===== src/ps2a_pkg.sv =====
// Package for the PS/2 set-2 scan code to ASCII decoder.
// Holds scan code constants, the prefix state type, the queue item type and the key table.
// No dependencies.
package ps2a_pkg;

    // Scan codes that steer the prefix and modifier logic, and the backspace code.
    localparam logic [7:0] CODE_E0     = 8'hE0;
    localparam logic [7:0] CODE_F0     = 8'hF0;
    localparam logic [7:0] CODE_LCTRL  = 8'h14;
    localparam logic [7:0] CODE_LSHIFT = 8'h12;
    localparam logic [7:0] CODE_RSHIFT = 8'h59;
    localparam logic [7:0] CODE_CAPS   = 8'h58;
    localparam logic [7:0] CODE_BKSP   = 8'h66;

    // Depth of the queue between the front and the back.
    localparam int QUEUE_DEPTH = 4;
    localparam int QUEUE_AW    = $clog2(QUEUE_DEPTH);

    // Prefix tracking state.
    typedef enum logic [1:0] {
        PFX_NONE = 2'd0,
        PFX_E0   = 2'd1,
        PFX_E0F0 = 2'd2,
        PFX_F0   = 2'd3
    } prefix_state_t;

    // A make code waiting for its table lookup, with the modifiers seen at its arrival.
    typedef struct packed {
        logic [7:0] code;
        logic       shift;
        logic       ctrl;
    } key_item_t;

    // Maps a make code to its character; zero means no character.
    function automatic logic [6:0] decode_make(input logic [7:0] code, input logic shift,
                                               input logic ctrl);
        logic [6:0] lo;
        logic [6:0] up;
        logic [6:0] cc;
        logic       ctrl_ok;
        logic       hit;
        lo      = '0;
        up      = '0;
        cc      = '0;
        ctrl_ok = 1'b0;
        hit     = 1'b1;
        case (code)
            8'h15: begin lo = 7'("q"); up = 7'("Q"); cc = 7'h11; ctrl_ok = 1'b1; end
            8'h16: begin lo = 7'("1"); up = 7'("!"); end
            8'h1A: begin lo = 7'("z"); up = 7'("Z"); cc = 7'h1A; ctrl_ok = 1'b1; end
            8'h1B: begin lo = 7'("s"); up = 7'("S"); cc = 7'h13; ctrl_ok = 1'b1; end
            8'h1C: begin lo = 7'("a"); up = 7'("A"); cc = 7'h01; ctrl_ok = 1'b1; end
            8'h1D: begin lo = 7'("w"); up = 7'("W"); cc = 7'h17; ctrl_ok = 1'b1; end
            8'h1E: begin lo = 7'("2"); up = 7'("@"); cc = 7'h00; ctrl_ok = 1'b1; end
            8'h21: begin lo = 7'("c"); up = 7'("C"); cc = 7'h03; ctrl_ok = 1'b1; end
            8'h22: begin lo = 7'("x"); up = 7'("X"); cc = 7'h18; ctrl_ok = 1'b1; end
            8'h23: begin lo = 7'("d"); up = 7'("D"); cc = 7'h04; ctrl_ok = 1'b1; end
            8'h24: begin lo = 7'("e"); up = 7'("E"); cc = 7'h05; ctrl_ok = 1'b1; end
            8'h25: begin lo = 7'("4"); up = 7'("$"); end
            8'h26: begin lo = 7'("3"); up = 7'("#"); end
            8'h29: begin lo = 7'(" "); up = 7'(" "); end
            8'h2A: begin lo = 7'("v"); up = 7'("V"); cc = 7'h16; ctrl_ok = 1'b1; end
            8'h2B: begin lo = 7'("f"); up = 7'("F"); cc = 7'h06; ctrl_ok = 1'b1; end
            8'h2C: begin lo = 7'("t"); up = 7'("T"); cc = 7'h14; ctrl_ok = 1'b1; end
            8'h2D: begin lo = 7'("r"); up = 7'("R"); cc = 7'h12; ctrl_ok = 1'b1; end
            8'h2E: begin lo = 7'("5"); up = 7'("%"); end
            8'h31: begin lo = 7'("n"); up = 7'("N"); cc = 7'h0E; ctrl_ok = 1'b1; end
            8'h32: begin lo = 7'("b"); up = 7'("B"); cc = 7'h02; ctrl_ok = 1'b1; end
            8'h33: begin lo = 7'("h"); up = 7'("H"); cc = 7'h08; ctrl_ok = 1'b1; end
            8'h34: begin lo = 7'("g"); up = 7'("G"); cc = 7'h07; ctrl_ok = 1'b1; end
            8'h35: begin lo = 7'("y"); up = 7'("Y"); cc = 7'h19; ctrl_ok = 1'b1; end
            8'h36: begin lo = 7'("6"); up = 7'("^"); cc = 7'h1E; ctrl_ok = 1'b1; end
            8'h3A: begin lo = 7'("m"); up = 7'("M"); cc = 7'h0D; ctrl_ok = 1'b1; end
            8'h3B: begin lo = 7'("j"); up = 7'("J"); cc = 7'h0A; ctrl_ok = 1'b1; end
            8'h3C: begin lo = 7'("u"); up = 7'("U"); cc = 7'h15; ctrl_ok = 1'b1; end
            8'h3D: begin lo = 7'("7"); up = 7'("&"); end
            8'h3E: begin lo = 7'("8"); up = 7'("*"); end
            8'h41: begin lo = 7'(","); up = 7'("<"); end
            8'h42: begin lo = 7'("k"); up = 7'("K"); cc = 7'h0B; ctrl_ok = 1'b1; end
            8'h43: begin lo = 7'("i"); up = 7'("I"); cc = 7'h09; ctrl_ok = 1'b1; end
            8'h44: begin lo = 7'("o"); up = 7'("O"); cc = 7'h0F; ctrl_ok = 1'b1; end
            8'h45: begin lo = 7'("0"); up = 7'(")"); end
            8'h46: begin lo = 7'("9"); up = 7'("("); end
            8'h49: begin lo = 7'("."); up = 7'(">"); end
            8'h4A: begin lo = 7'("/"); up = 7'("?"); end
            8'h4B: begin lo = 7'("l"); up = 7'("L"); cc = 7'h0C; ctrl_ok = 1'b1; end
            8'h4C: begin lo = 7'(";"); up = 7'(":"); end
            8'h4D: begin lo = 7'("p"); up = 7'("P"); cc = 7'h10; ctrl_ok = 1'b1; end
            8'h4E: begin lo = 7'("-"); up = 7'("_"); cc = 7'h1F; ctrl_ok = 1'b1; end
            8'h52: begin lo = 7'("'"); up = 7'("\""); end
            8'h54: begin lo = 7'("["); up = 7'("{"); cc = 7'h1B; ctrl_ok = 1'b1; end
            8'h55: begin lo = 7'("="); up = 7'("+"); end
            8'h5A: begin lo = 7'h0D; up = 7'h0D; end
            8'h5B: begin lo = 7'("]"); up = 7'("}"); cc = 7'h1D; ctrl_ok = 1'b1; end
            CODE_BKSP: begin lo = 7'h08; up = 7'h08; end
            default: hit = 1'b0;
        endcase
        if (!hit) begin
            return 7'd0;
        end else if (ctrl && ctrl_ok) begin
            return cc;
        end else if (shift) begin
            return up;
        end else begin
            return lo;
        end
    endfunction

endpackage


===== src/ps2a_front.sv =====
// Front end of the decoder: takes scan bytes, tracks prefixes and modifier keys.
// Make codes of other keys go out as items for the back end. Uses ps2a_pkg.
module ps2a_front
    import ps2a_pkg::*;
(
    input  logic       clk,
    input  logic       rst_n,
    input  logic       in_valid,
    input  logic [7:0] in_byte,
    output logic       item_valid,
    output key_item_t  item
);

    prefix_state_t prefix_reg, prefix_next;
    logic shift_l_reg, shift_l_next;
    logic shift_r_reg, shift_r_next;
    logic ctrl_l_reg, ctrl_l_next;
    logic ctrl_r_reg, ctrl_r_next;
    logic caps_reg, caps_next;
    logic take;

    // Zero bytes are dropped on the spot.
    assign take = in_valid && (in_byte != 8'd0);

    // State registers.
    always_ff @(posedge clk or negedge rst_n)
    begin
        if (!rst_n)
        begin
            prefix_reg  <= PFX_NONE;
            shift_l_reg <= 1'b0;
            shift_r_reg <= 1'b0;
            ctrl_l_reg  <= 1'b0;
            ctrl_r_reg  <= 1'b0;
            caps_reg    <= 1'b0;
        end
        else
        begin
            prefix_reg  <= prefix_next;
            shift_l_reg <= shift_l_next;
            shift_r_reg <= shift_r_next;
            ctrl_l_reg  <= ctrl_l_next;
            ctrl_r_reg  <= ctrl_r_next;
            caps_reg    <= caps_next;
        end
    end

    // Prefix and modifier update, and classification of plain make codes.
    always_comb
    begin
        prefix_next  = prefix_reg;
        shift_l_next = shift_l_reg;
        shift_r_next = shift_r_reg;
        ctrl_l_next  = ctrl_l_reg;
        ctrl_r_next  = ctrl_r_reg;
        caps_next    = caps_reg;
        item_valid   = 1'b0;
        item.code    = in_byte;
        item.shift   = caps_reg ^ (shift_l_reg | shift_r_reg);
        item.ctrl    = ctrl_l_reg | ctrl_r_reg;
        if (take)
        begin
            prefix_next = PFX_NONE;
            case (prefix_reg)
                PFX_E0:
                begin
                    if (in_byte == CODE_F0)
                        prefix_next = PFX_E0F0;
                    else if (in_byte == CODE_LCTRL)
                        ctrl_r_next = 1'b1;
                end
                PFX_E0F0:
                begin
                    if (in_byte == CODE_LCTRL)
                        ctrl_r_next = 1'b0;
                end
                PFX_F0:
                begin
                    if (in_byte == CODE_LSHIFT)
                        shift_l_next = 1'b0;
                    else if (in_byte == CODE_RSHIFT)
                        shift_r_next = 1'b0;
                    else if (in_byte == CODE_LCTRL)
                        ctrl_l_next = 1'b0;
                end
                default:
                begin
                    case (in_byte)
                        CODE_E0:     prefix_next  = PFX_E0;
                        CODE_F0:     prefix_next  = PFX_F0;
                        CODE_LSHIFT: shift_l_next = 1'b1;
                        CODE_RSHIFT: shift_r_next = 1'b1;
                        CODE_LCTRL:  ctrl_l_next  = 1'b1;
                        CODE_CAPS:   caps_next    = ~caps_reg;
                        default:     item_valid   = 1'b1;
                    endcase
                end
            endcase
        end
    end

endmodule


===== src/ps2a_queue.sv =====
// Short queue of classified key items between the front and the back end.
// Uses ps2a_pkg for the item type and depth.
module ps2a_queue
    import ps2a_pkg::*;
(
    input  logic      clk,
    input  logic      rst_n,
    input  logic      wr_en,
    input  key_item_t wr_item,
    input  logic      rd_en,
    output logic      full,
    output logic      not_empty,
    output key_item_t rd_item
);

    key_item_t               mem [QUEUE_DEPTH];
    logic [QUEUE_AW-1:0]     wr_ptr_reg, rd_ptr_reg;
    logic [QUEUE_AW:0]       count_reg, count_next;
    logic                    do_wr, do_rd;

    assign full      = (count_reg == (QUEUE_AW+1)'(QUEUE_DEPTH));
    assign not_empty = (count_reg != '0);
    assign do_wr     = wr_en && !full;
    assign do_rd     = rd_en && not_empty;
    assign rd_item   = mem[rd_ptr_reg];

    // Storage write.
    always_ff @(posedge clk)
    begin
        if (do_wr)
            mem[wr_ptr_reg] <= wr_item;
    end

    // Occupancy count.
    always_comb
    begin
        count_next = count_reg;
        if (do_wr && !do_rd)
            count_next = count_reg + 1'b1;
        else if (do_rd && !do_wr)
            count_next = count_reg - 1'b1;
    end

    // Pointers and count.
    always_ff @(posedge clk or negedge rst_n)
    begin
        if (!rst_n)
        begin
            wr_ptr_reg <= '0;
            rd_ptr_reg <= '0;
            count_reg  <= '0;
        end
        else
        begin
            if (do_wr)
                wr_ptr_reg <= wr_ptr_reg + 1'b1;
            if (do_rd)
                rd_ptr_reg <= rd_ptr_reg + 1'b1;
            count_reg <= count_next;
        end
    end

endmodule


===== src/ps2a_back.sv =====
// Back end of the decoder: looks up the character of a queued key item.
// Items with no character are dropped; others wait in the output register. Uses ps2a_pkg.
module ps2a_back
    import ps2a_pkg::*;
(
    input  logic       clk,
    input  logic       rst_n,
    input  logic       item_valid,
    input  key_item_t  item,
    output logic       item_take,
    input  logic       out_take,
    output logic       out_valid,
    output logic [6:0] out_char
);

    logic [6:0] lookup;
    logic       out_valid_reg, out_valid_next;
    logic [6:0] char_reg;
    logic       load;

    // Table lookup of the head item.
    assign lookup = decode_make(item.code, item.shift, item.ctrl);

    // A zero character is dropped at once; otherwise wait for a free output register.
    assign load      = item_valid && (lookup != 7'd0) && (!out_valid_reg || out_take);
    assign item_take = item_valid && ((lookup == 7'd0) || !out_valid_reg || out_take);

    always_comb
    begin
        out_valid_next = out_valid_reg;
        if (load)
            out_valid_next = 1'b1;
        else if (out_take)
            out_valid_next = 1'b0;
    end

    // Output valid flag.
    always_ff @(posedge clk or negedge rst_n)
    begin
        if (!rst_n)
            out_valid_reg <= 1'b0;
        else
            out_valid_reg <= out_valid_next;
    end

    // Output character.
    always_ff @(posedge clk)
    begin
        if (load)
            char_reg <= lookup;
    end

    assign out_valid = out_valid_reg;
    assign out_char  = char_reg;

endmodule


===== src/ps2_scancode_to_ascii.sv =====
// Top level of the PS/2 set-2 scan code to ASCII decoder.
// Instantiates ps2a_front, ps2a_queue and ps2a_back; uses ps2a_pkg.
//
// Channel   Ports                      Transfer when
// input     push, full, scan_byte      push && !full
// result    empty, pop, char_code      pop && !empty
//
// One byte may be taken every cycle. The front updates prefix and modifier state
// in the cycle it takes a byte; a plain make code enters the four-entry queue, and
// the back looks it up at the head of the queue and fills the output register once that is free or being popped.
// Items with no character are dropped by the back at one per cycle once they reach the
// head of the queue. When the result side stalls, the queue fills and full rises. Reset
// clears the prefix and modifier state, the queue and the output valid flag.
module ps2_scancode_to_ascii
    import ps2a_pkg::*;
(
    input  logic       clk,
    input  logic       rst_n,
    input  logic       push,
    output logic       full,
    input  logic [7:0] scan_byte,
    output logic       empty,
    input  logic       pop,
    output logic [6:0] char_code
);

    logic      in_xfer;
    logic      front_valid;
    key_item_t front_item;
    logic      q_not_empty;
    key_item_t q_item;
    logic      q_take;
    logic      out_valid;
    logic      out_xfer;

    assign in_xfer  = push && !full;
    assign out_xfer = pop && out_valid;
    assign empty    = !out_valid;

    // Prefix and modifier tracking.
    ps2a_front u_front (
        .clk        (clk),
        .rst_n      (rst_n),
        .in_valid   (in_xfer),
        .in_byte    (scan_byte),
        .item_valid (front_valid),
        .item       (front_item)
    );

    // Decoupling queue.
    ps2a_queue u_queue (
        .clk       (clk),
        .rst_n     (rst_n),
        .wr_en     (front_valid),
        .wr_item   (front_item),
        .rd_en     (q_take),
        .full      (full),
        .not_empty (q_not_empty),
        .rd_item   (q_item)
    );

    // Character lookup and output register.
    ps2a_back u_back (
        .clk        (clk),
        .rst_n      (rst_n),
        .item_valid (q_not_empty),
        .item       (q_item),
        .item_take  (q_take),
        .out_take   (out_xfer),
        .out_valid  (out_valid),
        .out_char   (char_code)
    );

endmodule


===== config.mk =====
export PLATFORM = sky130hd
export DESIGN_NAME = ps2_scancode_to_ascii
export DESIGN_NICKNAME = d
export VERILOG_FILES = /design/src/ps2a_pkg.sv /design/src/ps2a_front.sv /design/src/ps2a_queue.sv /design/src/ps2a_back.sv /design/src/ps2_scancode_to_ascii.sv
export SDC_FILE = /design/constraint.sdc
export NUM_CORES = 1
export LEC_CHECK = 0
export ABC_AREA = 1
export BUFFER_PORTS_ARGS = -buffer_cell sky130_fd_sc_hd__buf_4
export CAP_MARGIN = 10
export CORE_ASPECT_RATIO = 1.4
export CORE_MARGIN = 3
export CORE_UTILIZATION = 45
export DETAILED_ROUTE_END_ITERATION = 16
export PLACE_DENSITY_LB_ADDON = 0.1
export SYNTH_ARGS = -nofsm -noshare
export SYNTH_HDL_FRONTEND = slang
export SYNTH_HIERARCHICAL = 1
export SYNTH_SLANG_ARGS = --single-unit

===== constraint.sdc =====
create_clock -name clk -period 9.4 [get_ports clk]
set_clock_uncertainty 0.05 [all_clocks]
set_input_delay 1.88 -clock clk [delete_from_list [all_inputs] [get_ports clk]]
set_output_delay 1.88 -clock clk [all_outputs]
set_load 0.02 [all_outputs]

# Word-level counts from Yosys, hierarchy flattened
# Memory sizes are Yosys's and may differ from the RTL's.
# Index checks and enable logic that the tools add are counted.
# totals
register_bits,22
ram_bits,40
input_bits,12
output_inout_bits,9
wordCells,157
mem_count,1
# memory_table
memory,depth,width,read_ports,rd_ports_with_merged_regs,wr,line_no,rtl
u_queue.mem,4,10,1,0,1,ps2a_queue.sv:16,key_item_t mem [QUEUE_DEPTH];
# classes
addsub,4
eq_ne,63
mux,34
bitwise_logic,6
n_reduce_logical,38
# op_table
op,count
7-bit case mux with 48 select lines,2
8-bit by 6-bit equality test with 1-bit output (second input constant),23
8-bit by 7-bit equality test with 1-bit output (second input constant),20
5-bit case mux with 30 select lines,1
8-bit by 5-bit equality test with 1-bit output (second input constant),9
48-bit OR reduction,1
31-bit OR reduction,1
7-bit two-way mux,3
1-bit two-way mux,19
8-bit equality test (second input constant),2
1-bit logical AND,11
2-bit nonzero test,5
1-bit case mux with 2 select lines,4
2-bit case mux with 2 select lines,2
8-bit nonzero test,1
7-bit zero test,1
7-bit nonzero test,1
3-bit two-way mux,2
2-bit != test (second input constant),3
3-bit AND reduction,2
6-bit AND reduction,1
6-bit OR reduction,1
5-bit AND reduction,1
2-bit by 1-bit adder with 2-bit output (second input constant),2
16 further kinds,27

# Logic depth before layout (Yosys ltp)
# An unclocked memory read counts as a cell.
# depth
word_depth,15
mapped_depth,31
mapped_depth_nobuf,30

# By module
# Netlist, hierarchy kept.
# by_module_without_submodules
mod,n_inst,cells_per_inst,area_each_um2,seq_area_each_um2
ps2a_queue,1,177,2059.5,1376.3
ps2a_back,1,332,1790.5,235.2
ps2a_front,1,108,715.7,175.2
ps2_scancode_to_ascii,1,5,21.3,0.0

# Worst setup path before layout
# OpenSTA, ideal clock, no wires.
# synth_path
path_kind,in2reg
start,input port push
end,register u_queue.count_reg[2]
setup_ps,117
arrival_time_ps,3485
t_required_ps,9233
setup_slack_ps,5748
path_stages,16
n_path_buf,1
cell_sequence,inv_1 -> nor2_2 -> inv_2 -> nor2_4 -> buf_8 -> nand2_2 -> nor2_2 -> nand2_2 -> inv_1 -> ha_1 -> inv_1 -> fa_1 -> nand2_1 -> nand3_1 -> nand2_1 -> nand2_1
# synth_between
elab_chain_cells,7
word_cells_on_any_way,9
cone_classes,mux (2); reduce/logical (7)
# synth_rtl
element,line_no,rtl
"start, declared",ps2_scancode_to_ascii.sv:19,"input logic push,"
1-bit logical AND *,ps2_scancode_to_ascii.sv:36,assign in_xfer = push && !full;
named net in_xfer,ps2_scancode_to_ascii.sv:27,logic in_xfer;
1-bit logical AND *,ps2a_front.sv:23,assign take = in_valid && (in_byte != 8'd0);
1-bit two-way mux *,ps2a_front.sv:61,if (take)
named net front_valid,ps2_scancode_to_ascii.sv:28,logic front_valid;
1-bit logical AND *,ps2a_queue.sv:23,assign do_wr = wr_en && !full;
named net u_queue.do_wr,ps2a_queue.sv:19,"logic do_wr, do_rd;"
1-bit zero test,ps2a_queue.sv:40,else if (do_rd && !do_wr)
1-bit logical AND,ps2a_queue.sv:40,
2-bit nonzero test (no line),-,
"end signal, assigned",ps2a_queue.sv:59,count_reg <= count_next;
"end, declared",ps2a_queue.sv:18,"logic [QUEUE_AW:0] count_reg, count_next;"
# Mark *: on every way through the listed nets, which the timed path passes. The rest lies on a longest branch.
# A chain may end at the register's enable or synchronous reset.

==> run metrics <==
run status complete, no violations; Least-Margin Pin Slew 1.04 ns; commonest non-fill, non-tap cell in the layout nand2_1; Leakage approximately 2.7 nW; nature of the critical path endpoint flip-flop; flops & latches, synth 62; clk_lat worst skew roughly 0.33 ns; switching power share of the total 0.482; port bufs 20; Yosys top cell area share 0.308; CTS tree yes; unrepaired setup endpoints after global routing false; setup violators final 0; CTS sink cnt slightly above 60; Sum Neg Setup Slack 0 ns; core footprint 9950 um2; Initial DRC Count about 250; largest net degree at the start of global routing 42; Resized Gates After CTS 0; Clk pin slew, worst setup/hold paths about 0.060 ns; top post-synthesis cells by area edfxtp_1 (31%), nand2_1 (14%), dfrtp_1 (8.2%), inv_1 (6.7%), nor2_1 (6.4%); number of flops mapped to enable cells by yosys 47; Psw 843 uW; post-synth top area cell edfxtp_1; CTS Buf Count 9; Final #Nets approximately 660; Slowest cell on crit path dfrtp_1; Comb power frac 0.567; WL final roughly 12000 um; Ys Warns 6; Clk pwr share 0.185; HPWL reported at the end of detailed placement 9560 um; Internal Pwr Total about 900 uW; Max-Cap Viols 0; Post CTS Setup Buffer Count 0; vias approximately 4000; Tcrit/Tclk final 0.462; initial antenna violation count 0; crit path DAT 4.51 ns; Placed Cells between 700 and 800; Vias/cell around 5.2; Area Overhead vs Synth 9.63%; gr usage total 0.219; Crit Path Class flip-flop to flip-flop; final non-filler cell total ~770; FFs w/ async S/R, synth 0.242; Final Power 1.75 mW; Worst EP required roughly 9.6 ns; Synth Net Count between 600 and 700; num ports 21; Critical Path, Cell by Cell inv_1 -> o211ai_1 -> nand2_1 -> inv_2 -> nand2_2 -> nor2_2 -> nand2_1 -> nand2_1 -> a21oi_1 -> nand3_1 -> nor2_1 -> nand2_1 -> nand3_1 -> nand2_1 -> nor2_1 -> nand2_2 -> a21oi_2 -> nand2_1 -> ha_1 -> inv_1 -> fa_1 -> nand2_1 -> o21ai_0; fmax between 200 and 250 MHz; WL per Instance 15.5 um; Final Hold Fails 0; library cells used by synthesis 35; number of global-route vias before repair between 4000 and 5000; Slew headroom 0.304; Synth Flop Type edfxtp_1; Final Max Slew Viols 0; worst-path maximum fanout 12; Max Root-Sink Buffers 2; CP top delay family simple AND/OR/NAND/NOR gates; Pwr Density ~350 nW/um2; sequential power share 0.248; max reg flops 40; die span in y about 130 um; Max VDD drop about 140 uV; drt drc 0; GR Overflow Total 0; drt first pass iters 7; # H-tree levels 3; minimum clock period roughly 4.3 ns; Root Buffer clkbuf_16; most frequent cells in the layout nand2_1 (174), inv_1 (82), nor2_1 (78), edfxtp_1 (47), nand3_1 (42); worst min path class flip-flop to flip-flop; layout cell share with drive strength beyond 1 0.185; Avg Synthesized Cell Area 7.37 um2; first-pass GRT wire length slightly below 20000 um; # hold bufs at CTS 0; # diodes 0; full die area between 10000 and 15000 um2; Initial Util 0.461; GPL Wtd Cong 1.00; WP buf/inv 3; CP dominant cell by count nand2_1; Cell Rows 43; Die Wd 91.3 um; mapped cell area about 4600 um2; post-synthesis cell count around 620; crit start category flip-flop; Seq/Total Area, Yosys 0.390; Critical Path Max Stage Delay between 0.5 and 0.6 ns; Final ANT Viol Nets 0
path summary, 6_finish.rpt:
path | start | endpoint | slack [ns] | cells past startpoint
worst min-delay path | u_front/ctrl_r_reg$_DFFE_PN0P_ | u_front/ctrl_r_reg$_DFFE_PN0P_ | 0.42 | 2
worst max-delay path | u_queue/rd_ptr_reg[1]$_DFFE_PN0P_ | u_queue/count_reg[1]$_DFFE_PN0P_ | 5.05 | 23
worst min register to register | u_front/ctrl_r_reg$_DFFE_PN0P_ | u_front/ctrl_r_reg$_DFFE_PN0P_ | 0.42 | 2
max in group asynchronous | rst_n | u_front/prefix_reg[1]$_DFFE_PN0P_ | 7.74 | 1
min in group asynchronous | rst_n | u_queue/count_reg[1]$_DFFE_PN0P_ | 1.36 | 1
worst max register to register | u_queue/rd_ptr_reg[1]$_DFFE_PN0P_ | u_queue/count_reg[1]$_DFFE_PN0P_ | 5.05 | 23
per-stage QoR:
| stage | hold slack [ns] | instance area (um2) | setup WS (ns) | util |
|---|---|---|---|---|
| after global routing | 0.452 | 5030 | 4.59 | 0.505 |
| after detailed placement | 0.403 | 4740 | 5.19 | 0.476 |
| after CTS | 0.416 | 5030 | 5.17 | 0.505 |
| final | 0.416 | 5030 | 5.05 | 0.505 |
| after floorplan | 0.384 | 4590 | 5.75 | - |
| after global placement | 0.398 | 4740 | 5.22 | 0.476 |
area by class of cell:
type	count	area, um2
clock inverters	5	50.0
flip-flops and latches	62	1790
well taps	135	169
multi-input cells	447	2280
repair buffers	20	150
inverters	94	353
clock buffers	11	243
fillers	995	4920
worst min-delay path: cells and delay by family (launching register included):
kind,cells,cell delay (ns)
DFF,1,0.33
and+or+nand+nor,2,0.10
synthesized netlist by cell type, types with 11 or more instances:
cell type,instances
dfrtp_1,15
edfxtp_1,47
inv_1,82
inv_2,12
nand2_1,174
nand2_2,32
nand3_1,42
nand4_1,14
nor2_1,78
nor2_2,18
o211ai_1,20
o21ai_0,11
layer usage:
metal | track usage | vias up | wire (um) | share of wire
met5 | 0 | - | 0 | 0
met2 | 0.399 | 119 | 6160 | 0.51
met4 | 0.182 | 0 | 1050 | 0.087
met3 | 0.0361 | 59 | 424 | 0.035
met1 | 0.210 | 1816 | 4360 | 0.36
li1 | - | 2014 | - | -
cells by family after synthesis:
| logic type | after synthesis | share of synthesized area |
|---|---|---|
| AND/OR/NAND/NOR | 386 | 0.393 |
| buffers and inverters | 113 | 0.114 |
| flip-flops | 62 | 0.390 |
| AO/OA/AOI/OAI | 49 | 0.0706 |
| adder cells (fa/ha/maj) | 10 | 0.0289 |
| XOR/XNOR | 2 | 0.00382 |
power by group through the flow:
| stage | logic (mW) | registers, mW | clock network (mW) |
|---|---|---|---|
| finish | 0.991 | 0.434 | 0.323 |
| global route | 1.11 | 0.442 | 0.348 |
| CTS | 0.990 | 0.435 | 0.333 |
| detailed placement | 0.985 | 0.440 | 0 |
| global placement | 0.982 | 0.438 | 0 |
| floorplan | 0.776 | 0.448 | 0 |
No activity file was read; power rests on OpenSTA's default activity.
